### config.mk
export PLATFORM = sky130hd
export DESIGN_NAME = modular_exponentiation
export DESIGN_NICKNAME = d
export VERILOG_FILES = /design/src/rtl/core/mexp_pkg.sv /design/src/rtl/core/modular_exponentiation.sv
export SDC_FILE = /design/constraint.sdc
export NUM_CORES = 1
export LEC_CHECK = 0
export ABC_AREA = 1
export BUFFER_PORTS_ARGS = -buffer_cell sky130_fd_sc_hd__buf_2
export CAP_MARGIN = 20
export CORE_UTILIZATION = 44
export CTS_CLUSTER_DIAMETER = 40
export DETAILED_ROUTE_END_ITERATION = 10
export GPL_TIMING_DRIVEN = 0
export PLACE_DENSITY = 0.59
export SLEW_MARGIN = 15
export SYNTH_ARGS = -nofsm -noshare
export SYNTH_HDL_FRONTEND = slang
export SYNTH_SLANG_ARGS = --single-unit
### constraint.sdc
create_clock -name clk_i -period 4.8 [get_ports clk_i]
set_input_delay 0.48 -clock clk_i [delete_from_list [all_inputs] [get_ports clk_i]]
set_output_delay 0.48 -clock clk_i [all_outputs]
set_load 0.01 [all_outputs]
### src/rtl/core/mexp_pkg.sv
// Shared constants and types for the modular exponentiation block.
`default_nettype none

package mexp_pkg;

  localparam int unsigned OPERAND_BITS_DEF = 16;
  localparam int unsigned MODULUS_RESET    = 143;

  // Which modular product the shared unit is forming.
  typedef enum logic [1:0] {
    OP_REDUCE = 2'd0,
    OP_MULT   = 2'd1,
    OP_SQUARE = 2'd2
  } op_e;

endpackage

`default_nettype wire

### src/rtl/core/modular_exponentiation.sv
// Top level: right-to-left square and multiply modular exponentiation.
`default_nettype none

// Computes base_value_i ** exponent_i mod modulus, one result per request. The modulus
// is written through the cfg channel (reset value 143) and must only be changed while
// the block is idle; a modulus of zero gives 0. All products run on a single
// interleaved shift-add modular multiplier that consumes one multiplier bit per cycle.
// A request costs one product to reduce the base, one per set exponent bit and one
// squaring per bit below the top set bit: at most 2*OPERAND_BITS products, and none
// for a zero modulus. in_stall_o stays high for the whole computation; the result
// register lets the next request in while a finished result still waits on
// out_stall_i.
module modular_exponentiation #(
  parameter int unsigned OPERAND_BITS = mexp_pkg::OPERAND_BITS_DEF
) (
  input  logic                    clk_i,
  input  logic                    rst_ni,
  input  logic                    cfg_valid_i,
  output logic                    cfg_ready_o,
  input  logic [OPERAND_BITS-1:0] cfg_modulus_i,
  input  logic                    in_valid_i,
  output logic                    in_stall_o,
  input  logic [OPERAND_BITS-1:0] base_value_i,
  input  logic [OPERAND_BITS-1:0] exponent_i,
  output logic                    out_valid_o,
  input  logic                    out_stall_i,
  output logic [OPERAND_BITS-1:0] power_result_o
);
  import mexp_pkg::*;

  localparam int unsigned W    = OPERAND_BITS;
  localparam int unsigned CntW = $clog2(OPERAND_BITS);
  localparam logic [CntW-1:0] CntLast = CntW'(OPERAND_BITS - 1);

  localparam logic [1:0] ST_IDLE = 2'd0;
  localparam logic [1:0] ST_MUL  = 2'd1;
  localparam logic [1:0] ST_NEXT = 2'd2;
  localparam logic [1:0] ST_FIN  = 2'd3;

  logic [1:0]      state_q, state_d;
  op_e             op_q, op_d;
  logic [CntW-1:0] cnt_q, cnt_d;
  logic [W-1:0]    mod_q;
  logic [W-1:0]    x_q, x_d, y_q, y_d, r_q, r_d;
  logic [W-1:0]    acc_q, acc_d, base_q, base_d, exp_q, exp_d;
  logic            out_valid_q, out_valid_d;
  logic [W-1:0]    result_q, result_d;

  logic [W-1:0]    init_val;
  logic [W+1:0]    sum, once_m, twice_m, red;
  logic [W-1:0]    r_next;
  logic            out_free;

  // The user must write configuration only while idle; the block does not enforce it, so take it at once.
  assign cfg_ready_o = 1'b1;

  always_ff @(posedge clk_i or negedge rst_ni) begin
    if (!rst_ni) begin
      mod_q <= W'(MODULUS_RESET);
    end else if (cfg_valid_i) begin
      mod_q <= cfg_modulus_i;
    end
  end

  // 1 mod m: zero for a modulus of one.
  assign init_val = (mod_q == W'(1)) ? '0 : W'(1);

  // One step of the interleaved multiplier: r = 2r + x*bit, then bring back below m.
  always_comb begin
    sum     = {1'b0, r_q, 1'b0} + {2'b00, (y_q[W-1] ? x_q : {W{1'b0}})};
    once_m  = {2'b00, mod_q};
    twice_m = {1'b0, mod_q, 1'b0};
    if (sum >= twice_m) begin
      red = sum - twice_m;
    end else if (sum >= once_m) begin
      red = sum - once_m;
    end else begin
      red = sum;
    end
    r_next = red[W-1:0];
  end

  assign out_free = !out_valid_q || !out_stall_i;

  always_comb begin
    state_d  = state_q;
    op_d     = op_q;
    cnt_d    = cnt_q;
    x_d      = x_q;
    y_d      = y_q;
    r_d      = r_q;
    acc_d    = acc_q;
    base_d   = base_q;
    exp_d    = exp_q;
    unique case (state_q)
      ST_IDLE: begin
        if (in_valid_i) begin
          exp_d = exponent_i;
          if (mod_q == '0) begin
            acc_d   = '0;
            state_d = ST_FIN;
          end else begin
            // Reduce the base as the product (1 mod m) * base.
            acc_d   = init_val;
            x_d     = init_val;
            y_d     = base_value_i;
            r_d     = '0;
            cnt_d   = '0;
            op_d    = OP_REDUCE;
            state_d = ST_MUL;
          end
        end
      end
      ST_MUL: begin
        r_d   = r_next;
        y_d   = y_q << 1;
        cnt_d = cnt_q + CntW'(1);
        if (cnt_q == CntLast) begin
          state_d = ST_NEXT;
          case (op_q)
            OP_REDUCE: base_d = r_next;
            OP_MULT: begin
              acc_d    = r_next;
              exp_d[0] = 1'b0;
            end
            OP_SQUARE: begin
              base_d = r_next;
              exp_d  = exp_q >> 1;
            end
            default: ;
          endcase
        end
      end
      ST_NEXT: begin
        r_d   = '0;
        cnt_d = '0;
        if (exp_q[0]) begin
          x_d     = acc_q;
          y_d     = base_q;
          op_d    = OP_MULT;
          state_d = ST_MUL;
        end else if (exp_q == '0) begin
          // No set bits left: further squarings cannot change the result.
          state_d = ST_FIN;
        end else begin
          x_d     = base_q;
          y_d     = base_q;
          op_d    = OP_SQUARE;
          state_d = ST_MUL;
        end
      end
      ST_FIN: begin
        if (out_free) begin
          state_d = ST_IDLE;
        end
      end
      default: state_d = ST_IDLE;
    endcase
  end

  always_comb begin
    out_valid_d = out_valid_q;
    result_d    = result_q;
    if (state_q == ST_FIN && out_free) begin
      out_valid_d = 1'b1;
      result_d    = acc_q;
    end else if (!out_stall_i) begin
      out_valid_d = 1'b0;
    end
  end

  always_ff @(posedge clk_i or negedge rst_ni) begin
    if (!rst_ni) begin
      state_q     <= ST_IDLE;
      op_q        <= OP_REDUCE;
      cnt_q       <= '0;
      out_valid_q <= 1'b0;
    end else begin
      state_q     <= state_d;
      op_q        <= op_d;
      cnt_q       <= cnt_d;
      out_valid_q <= out_valid_d;
    end
  end

  always_ff @(posedge clk_i) begin
    x_q      <= x_d;
    y_q      <= y_d;
    r_q      <= r_d;
    acc_q    <= acc_d;
    base_q   <= base_d;
    exp_q    <= exp_d;
    result_q <= result_d;
  end

  assign in_stall_o     = (state_q != ST_IDLE);
  assign out_valid_o    = out_valid_q;
  assign power_result_o = result_q;

`ifndef SYNTHESIS
  a_busy_after_accept: assert property (@(posedge clk_i) disable iff (!rst_ni)
    in_valid_i && !in_stall_o |=> in_stall_o)
    else $error("request accepted but block did not go busy");

  a_result_from_fin: assert property (@(posedge clk_i) disable iff (!rst_ni)
    $rose(out_valid_o) |-> $past(state_q) == ST_FIN)
    else $error("result raised outside the finish state");

  a_product_length: assert property (@(posedge clk_i) disable iff (!rst_ni)
    state_q == ST_MUL && cnt_q == CntLast |=> state_q == ST_NEXT)
    else $error("modular product did not end after its last bit");
`endif

endmodule

`default_nettype wire

==> results.cfg, run 1 <==
[timing]
slew_headroom = 0.4357
fmax_mhz = 225.4
drv_slew = 0
tns_ns = 0
min_period_ns = 4.436
timing.final.crit_share = 0.9241
rsz0062_at_grt = no
worst_pin_slew_ns = 0.8433
fin_hold_ws_ns = 0.03743
finalSetupViolations = 0
finalHoldViolations = 0
finClkSkew_ns = 0.009226

[detailed_routing]
drt_iter0_markers = 454
num_vias = 7061
post_drt_wl_per_cell_um = 15.93
viasPerCell = 5.095
drt_wl_total_um = 22080
drc_errors = 0
first_pass_iters = 5
postRouteAntennaNets = 0

[placed_design]
place_hpwl_um = 17330
dpl_cell_area_sq_um = 9293
gp_congestion = 0.9102
port_buffers = 70

[layout]
antenna-diode-count = 0
layout-drive-gt1-share = 0.1341
post-route-util = 0.5299
fin_nets = 1221
design_area_sq_um = 9978
area_growth_pct = 16.90

[clock_tree]
cts.sinks = 137
cts-hold-fix-buffers = 0
clock_path_buffers = 2
cts_tree = yes
clkLatencyLatePin_ns = 0.43
cts_buffers = 17
htree_levels = 4
root_buffer = clkbuf_16
worst_setup_hold_path_clk_slew_ns = 0.06

[pwr]
fin_total_pwr_uw = 7150
ir_worst_vdd_mv = 0.2771
p_clk_frac = 0.195
p_sw_uw = 3226
p_int_uw = 3924
cellLeakagePower_uw = 0.004707
power_frac_seq = 0.235
combPwrFrac = 0.570
swShare = 0.4512
powerDensity_nw_per_um2 = 716.6

[yosys]
synth_warnings = 0
synth-edff-count = 112
synth_top_area_cell = edfxtp_1
synth_nets = 1125
synth_top_cell_area_share = 0.3940
synthArstFlopShare = 0.1825
ys_seq_area_frac = 0.4680
synth_ff_type = edfxtp_1
synth_cell_types = 45
netlist_top_cells_area = edfxtp_1, nand2_1, ha_1, dfrtp_1, inv_1
syn_inst = 1017
syn_avg_cell_area_sq_um = 8.393
synth_seq_cells = 137
synthTopCellsByCount = nand2_1, inv_1, edfxtp_1
yosysMostFrequentCell = nand2_1
syn_area_sq_um = 8536

[run_status]
status = finished clean

[worst_setup_path]
critical_path_peak_fanout = 10
crit_family = simple AND/OR/NAND/NOR gates
cp_slowest_stage_delay_ns = 0.40
worst-setup-path-type = flip-flop to flip-flop
cpMostUsedCell = nand2_1
startpoint_type = flip-flop
crit_buf_inv = 4
cpMaxStageDelayCell = ha_1
cp.arrival_ns = 4.65
end_kind = flip-flop
cp_data_required_time_ns = 5.01

[global_routing]
first_global_vias = 6605
antenna_found_initial = 0
grt_pass1_wl_um = 35180
grt_usage = 0.2352
globalRouteOverflowTotal = 0
grt_max_degree = 26

[die]
pin_count = 72
die_h_um = 141.3
fp.dieArea_sq_um = 19960
core_area_sq_um = 18830
num_rows = 50
start_util = 0.4533
dieWidth_um = 141.3

[flow_run]
drv_cap = 0

[min_path]
hold_path.class = input pin to async pin
==> routing by layer <==
metal  global-route usage  wire (um)  part of all wire  up-vias
li1                     -          -                 -     3587
met1               0.3213      10460              0.47     3302
met2               0.3945      10570              0.48      157
met3              0.03712        876             0.040       15
met4              0.05034        176            0.0080        0
met5                    0          0                 0        -
==> sequential cells by signal, indices dropped and copies added (netlist names), 2 cells and up <==
signal          flops
exp_q              16
y_q                16
op_q                2
r_q                16
x_q                16
mod_q              16
cnt_q               4
power_result_o     16
state_q             2
base_q             16
acc_q              16
==> placed cells by master (no fill, tap or decap), types with 3 or more instances in the layout <==
master	count
fa_1	3
a31oi_1	19
nand3b_1	4
buf_6	7
bufinv_16	4
ha_1	50
nand3_1	46
buf_4	5
or2_2	4
dfrtp_1	20
nor2_2	3
nor3_1	8
nor2_1	69
nor4_1	3
xor2_1	20
o21bai_1	17
dfstp_2	5
clkbuf_16	17
nand4_1	9
nand2_2	3
clkinv_4	4
edfxtp_1	112
a21oi_1	41
a21o_1	6
o21ai_0	46
a21oi_2	8
clkbuf_1	18
xnor2_1	7
a22o_1	15
inv_1	130
buf_2	71
nand2_1	316
==> stage by stage <==
stage          setup slack, ns  std cells
2_1_floorplan            1.177       1017
3_3_place_gp            0.2072       1347
3_5_place_dp            0.1233       1353
4_1_cts                0.03733       1385
5_1_grt                0.01384       1386
6_report                0.3641       1386
==> cell type report <==
| class | count | area [sq um] |
|---|---|---|
| buffer | 26 | 130.1 |
| clock buffer | 18 | 429.2 |
| clock inverter | 14 | 197.7 |
| fill | 1778 | 8852 |
| inverter | 133 | 501.7 |
| multi-input combinational | 721 | 3965 |
| sequential | 137 | 3995 |
| tap | 260 | 325.3 |
| timing repair buffer | 77 | 434.2 |
==> power by group through the flow <==
stage          Combinational [uW]  Sequential, uW  Clock (uW)
2_1_floorplan                2860            1690           0
4_1_cts                      3960            1680        1410
3_5_place_dp                 3930            1700           0
6_report                     4080            1680        1400
5_1_grt                      4580            1690        1460
3_3_place_gp                 3930            1700           0
==> final timing paths <==
kind	startpoint	to	slack, ns	cells past startpoint
max	y_q[15]	r_q[12]	0.36	25
min in group clk_i	cfg_modulus_i[14]	mod_q[14]	0.26	3
max reg2reg	y_q[15]	r_q[12]	0.36	25
min	rst_ni	state_q[0]	0.04	1
min reg2reg	acc_q[8]	power_result_o[8]	0.45	0
max in group asynchronous	rst_ni	mod_q[7]	4.39	1
==> kinds of logic (layout without fill, tap and decap cells) <==
logic type / after synthesis / in the layout / synth area share
XOR/XNOR: 27 / 27 / 0.02770
adder cells (fa/ha/maj): 55 / 55 / 0.08326
AND/OR/NAND/NOR: 475 / 475 / 0.2300
buffers and inverters: 159 / 268 / 0.07358
AO/OA/AOI/OAI: 163 / 163 / 0.1170
other: 1 / 1 / 0.0004393
flip-flops: 137 / 137 / 0.4680
==> timing repair <==
action                     CTS  global route
resized for setup            0            13
setup buffers                0             1
setup endpoints to repair    0            48
hold endpoints to repair     0             0
(Power assumes the default switching activity.)
==> inputs of run 2 (changes only) <==
SLEW_MARGIN = 5   (was 15)
clock period = 4.9 ns   (was 4.8 ns; I/O delays follow)
==> run 2 against run 1 <==
  * Combinational power shrank 3%
  * Critical path type unchanged
  * Fmax decreased by 2.1%
  * First-iteration DRC count up 25%
  * Largest power group unchanged
  * Clock power decreased by 9%
  * Clock skew increased by 0.0024 ns
  * Routed wire length decreased by 0.89%
  * Highest routed layer unchanged
==> results.cfg, run 2 (synthesis results as in run 1) <==
[placed_design]
port_buffers = 70
dpl_worst_slack_ns = 0.2741
place_hpwl_um = 17360
gp_congestion = 0.9102
post-place-cells = 1352

[worst_setup_path]
reg2regPathDepth = 25
critical_path_peak_fanout = 10
end_kind = flip-flop
r2r-end = acc_q[14]
worst-setup-path-type = flip-flop to flip-flop
r2r-start = y_q[15]
r2r_slack_ns = 0.37
crit_family = simple AND/OR/NAND/NOR gates
startpoint_type = flip-flop
cp_slowest_stage_delay_ns = 0.40
crit_buf_inv = 4
endpoint = acc_q[14]
crit_cells = 25
cpMaxStageDelayCell = ha_1
cp_data_required_time_ns = 5.11
cpMostUsedCell = nand2_1
startpoint = y_q[15]
cp.arrival_ns = 4.74

[timing]
setup_ws_ns = 0.3694
tns_ns = 0
finClkSkew_ns = 0.01164
fmax_mhz = 220.7
timing.final.crit_share = 0.9246
min_period_ns = 4.531
finalHoldViolations = 0
worst_pin_slew_ns = 0.8931
rsz0062_at_grt = no
drv_slew = 0
finalSetupViolations = 0
slew_headroom = 0.4040

[global_routing]
globalRouteOverflowTotal = 0
grt_usage = 0.2323
antenna_found_initial = 0
first_global_vias = 6619
grt_pass1_wl_um = 34870
grt_max_degree = 26

[clock_tree]
cts_buffers = 17
worst_setup_hold_path_clk_slew_ns = 0.06
cts_tree = yes
clkLatencyLatePin_ns = 0.42
htree_levels = 4
root_buffer = clkbuf_16
cts-hold-fix-buffers = 0
clock_path_buffers = 2
cts.sinks = 137

[layout]
antenna-diode-count = 0
fillers = 1792
multi_input_area_sq_um = 3953
register_area_sq_um = 3995
fin_nets = 1221
layout-drive-gt1-share = 0.1271
fin_cells = 1385
final_cell_mix = nand2_1, inv_1, edfxtp_1
post-route-util = 0.5264
area_growth_pct = 16.14
final_common_cell = nand2_1

[die]
num_rows = 50
core_area_sq_um = 18830
dieWidth_um = 141.3
fp.dieArea_sq_um = 19960
start_util = 0.4533
die_h_um = 141.3
pin_count = 72

[detailed_routing]
drt_wl_total_um = 21890
postRouteAntennaNets = 0
drc_errors = 0
num_vias = 7046
drt_iter0_markers = 569
post_drt_wl_per_cell_um = 15.80
first_pass_iters = 5
viasPerCell = 5.087

[flow_run]
drv_cap = 0

[pwr]
powerDensity_nw_per_um2 = 694.7
ir_worst_vdd_mv = 0.3772
cellLeakagePower_uw = 0.004678

[run_status]
status = finished clean

[min_path]
hold_path.class = input pin to async pin
==> run 2: cell count changes in the layout (fill, tap and decap cells not counted), sizes merged <==
cell	change
clkinvlp	+2
inv	-2
buf	-1
bufinv	-1
clkinv	+1
==> run 2: cell type report <==
| class | instances | area share |
|---|---|---|
| plain buffers | 26 | 0.01313 |
| clock buffers | 17 | 0.04291 |
| clock inverters | 14 | 0.01590 |
| inverters | 133 | 0.05061 |
| multi-input cells | 721 | 0.3987 |
| flip-flops and latches | 137 | 0.4030 |
| well taps | 260 | 0.03282 |
| repair buffers | 77 | 0.04291 |
==> run 2: stage by stage <==
stage          hold slack (ns)  instance area (sq um)  power [uW]
4_1_cts                0.06336                   9872        6807
2_1_floorplan           0.1944                   8536        4454
6_report               0.05387                   9913        6887
5_1_grt                0.09740                   9913        7463
3_5_place_dp            0.4450                   9289        5519
3_3_place_gp            0.4371                   9211        5516
==> run 2: timing repair <==
action / CTS / global route
gates resized for setup: 0 / 8
endpoints found under the setup margin: 0 / 43
setup buffers: 0 / 2
==> run 2: report_power, final <==
part	switching (uW)	total, uW	leakage, uW	internal, uW
Clock	480	1270	0.000271	789
Sequential	36.8	1640	0.00142	1610
Combinational	2610	3970	0.00298	1370
Total	3120	6890	0.00468	3760
==> run 2: how the worst min path moves through the flow <==
stage	start	depth (start not counted)	to
after global placement	acc_q[3]	0	power_result_o[3]
after floorplan	rst_ni	0	cnt_q[0]
after CTS	rst_ni	1	cnt_q[0]
final	rst_ni	1	state_q[0]
after global routing	rst_ni	1	cnt_q[0]
after detailed placement	acc_q[0]	0	power_result_o[0]
==> run 2: routing by layer <==
layer,vias to the layer above,routed length (um),global-route usage
li1,3592,-,-
met3,17,947,0.03510
met2,166,10320,0.3833
met4,0,215,0.05606
met1,3271,10410,0.3213
met5,-,0,0
==> inputs of run 3 (changes only) <==
MAX_ROUTING_LAYER = met4   (was default)
==> run 3 against run 2 <==
  * Routed wire length fell by 0.29%
  * Sequential share of layout area rose by 0.18 points
  * Critical endpoint is now acc_q[8]
  * Non-clock buffer count fell by 2
  * Combinational power fell by 2%
  * Worst hold slack improved by 0.0015 ns
  * Via count fell by 1.3%
  * Register-to-register slack barely moved
  * Clock skew rose by 0.0021 ns
  * Critical path depth rose by 2
  * Core utilization fell by 0.24 points
  * Largest power group unchanged
==> results.cfg, run 3 (synthesis results as in run 1) <==
[worst_setup_path]
reg2regPathDepth = 27
startpoint_type = flip-flop
crit_family = simple AND/OR/NAND/NOR gates
cp_slowest_stage_delay_ns = 0.40
cpMostUsedCell = nand2_1
r2r-start = y_q[15]
critical_path_peak_fanout = 10
crit_buf_inv = 4
r2r-end = acc_q[8]
r2r_slack_ns = 0.36
cp_data_required_time_ns = 5.02
cpMaxStageDelayCell = ha_1
cp.arrival_ns = 4.66
crit_cells = 27
worst-setup-path-type = flip-flop to flip-flop
end_kind = flip-flop

[detailed_routing]
viasPerCell = 5.025
num_vias = 6955
drt_iter0_markers = 563
postRouteAntennaNets = 0
first_pass_iters = 5
drc_errors = 0
post_drt_wl_per_cell_um = 15.77
drt_wl_total_um = 21820

[clock_tree]
clock_path_buffers = 2
htree_levels = 4
cts_tree = yes
root_buffer = clkbuf_16
cts.sinks = 137
clkLatencyLatePin_ns = 0.42
worst_setup_hold_path_clk_slew_ns = 0.07
cts-hold-fix-buffers = 0
cts_buffers = 17

[layout]
layout-drive-gt1-share = 0.1290
fin_nets = 1219
antenna-diode-count = 0
final_cell_mix = nand2_1, inv_1, edfxtp_1
fillers = 1798
area_growth_pct = 15.61
final_common_cell = nand2_1
design_area_sq_um = 9868

[die]
fp.dieArea_sq_um = 19960
core_area_sq_um = 18830
pin_count = 72
dieWidth_um = 141.3
start_util = 0.4533
num_rows = 50
die_h_um = 141.3

[timing]
tns_ns = 0
timing.final.crit_share = 0.9267
fin_hold_ws_ns = 0.05535
finalHoldViolations = 0
finalSetupViolations = 0
setup_ws_ns = 0.3590
slew_headroom = 0.4271
drv_slew = 0
rsz0062_at_grt = no
min_period_ns = 4.541
finClkSkew_ns = 0.01371
fmax_mhz = 220.2
worst_pin_slew_ns = 0.8584

[pwr]
cellLeakagePower_uw = 0.004673
ir_worst_vdd_mv = 0.4039
powerDensity_nw_per_um2 = 684.4

[global_routing]
grt_pass1_wl_um = 35180
grt_max_degree = 26
globalRouteOverflowTotal = 0
grt_usage = 0.2395
antenna_found_initial = 0
first_global_vias = 6768

[placed_design]
gp_congestion = 0.9202
dpl_cell_area_sq_um = 9293
dpl_worst_slack_ns = 0.2491
port_buffers = 70
place_hpwl_um = 17390

[flow_run]
drv_cap = 0

[run_status]
status = finished clean

[min_path]
hold_path.class = input pin to async pin
## run 3: where the power goes
group          internal, uW  total, uW  switching, uW  leakage (uW)
logic                  1340       3910           2570       0.00297
clock network           698       1200            504      0.000277
registers              1610       1650           37.7       0.00142
## run 3: final cells by class
type	count	area [sq um]	share of cell area
buffer	26	130.1	0.01319
clock buffer	17	425.4	0.04311
clock inverter	15	128.9	0.01306
inverter	133	501.7	0.05084
multi-input combinational	721	3948	0.4000
sequential	137	3995	0.4048
tap	260	325.3	0.03297
timing repair buffer	75	414.1	0.04197
## run 3: timing repair
action | in CTS | in global routing
buffers inserted | 0 | 0
gates resized for setup | 0 | 7
endpoints found under the setup margin | 0 | 38
## run 3: how the worst max path moves through the flow
stage                  from        end  slack (ns)
CTS                 y_q[15]    r_q[13]        0.21
floorplan           y_q[15]  acc_q[11]        1.28
finish              y_q[15]   acc_q[8]        0.36
global route        y_q[15]     r_q[9]        0.04
global placement    y_q[15]   acc_q[8]        0.30
detailed placement  y_q[15]  acc_q[13]        0.25
## run 3: layer usage
metal | track usage | up-vias | part of all wire
met2 | 0.3822 | 156 | 0.47
met3 | 0.03881 | 17 | 0.045
met1 | 0.3154 | 3195 | 0.47
li1 | - | 3587 | -
met5 | - | - | 0
met4 | 0.06808 | 0 | 0.013
## run 3: stage by stage
stage / cells / power [uW] / utilization
floorplan: 1017 / 4454 / -
global placement: 1347 / 5512 / 0.4892
detailed placement: 1352 / 5518 / 0.4935
CTS: 1384 / 6735 / 0.5229
global route: 1384 / 7327 / 0.5241
finish: 1384 / 6754 / 0.5241
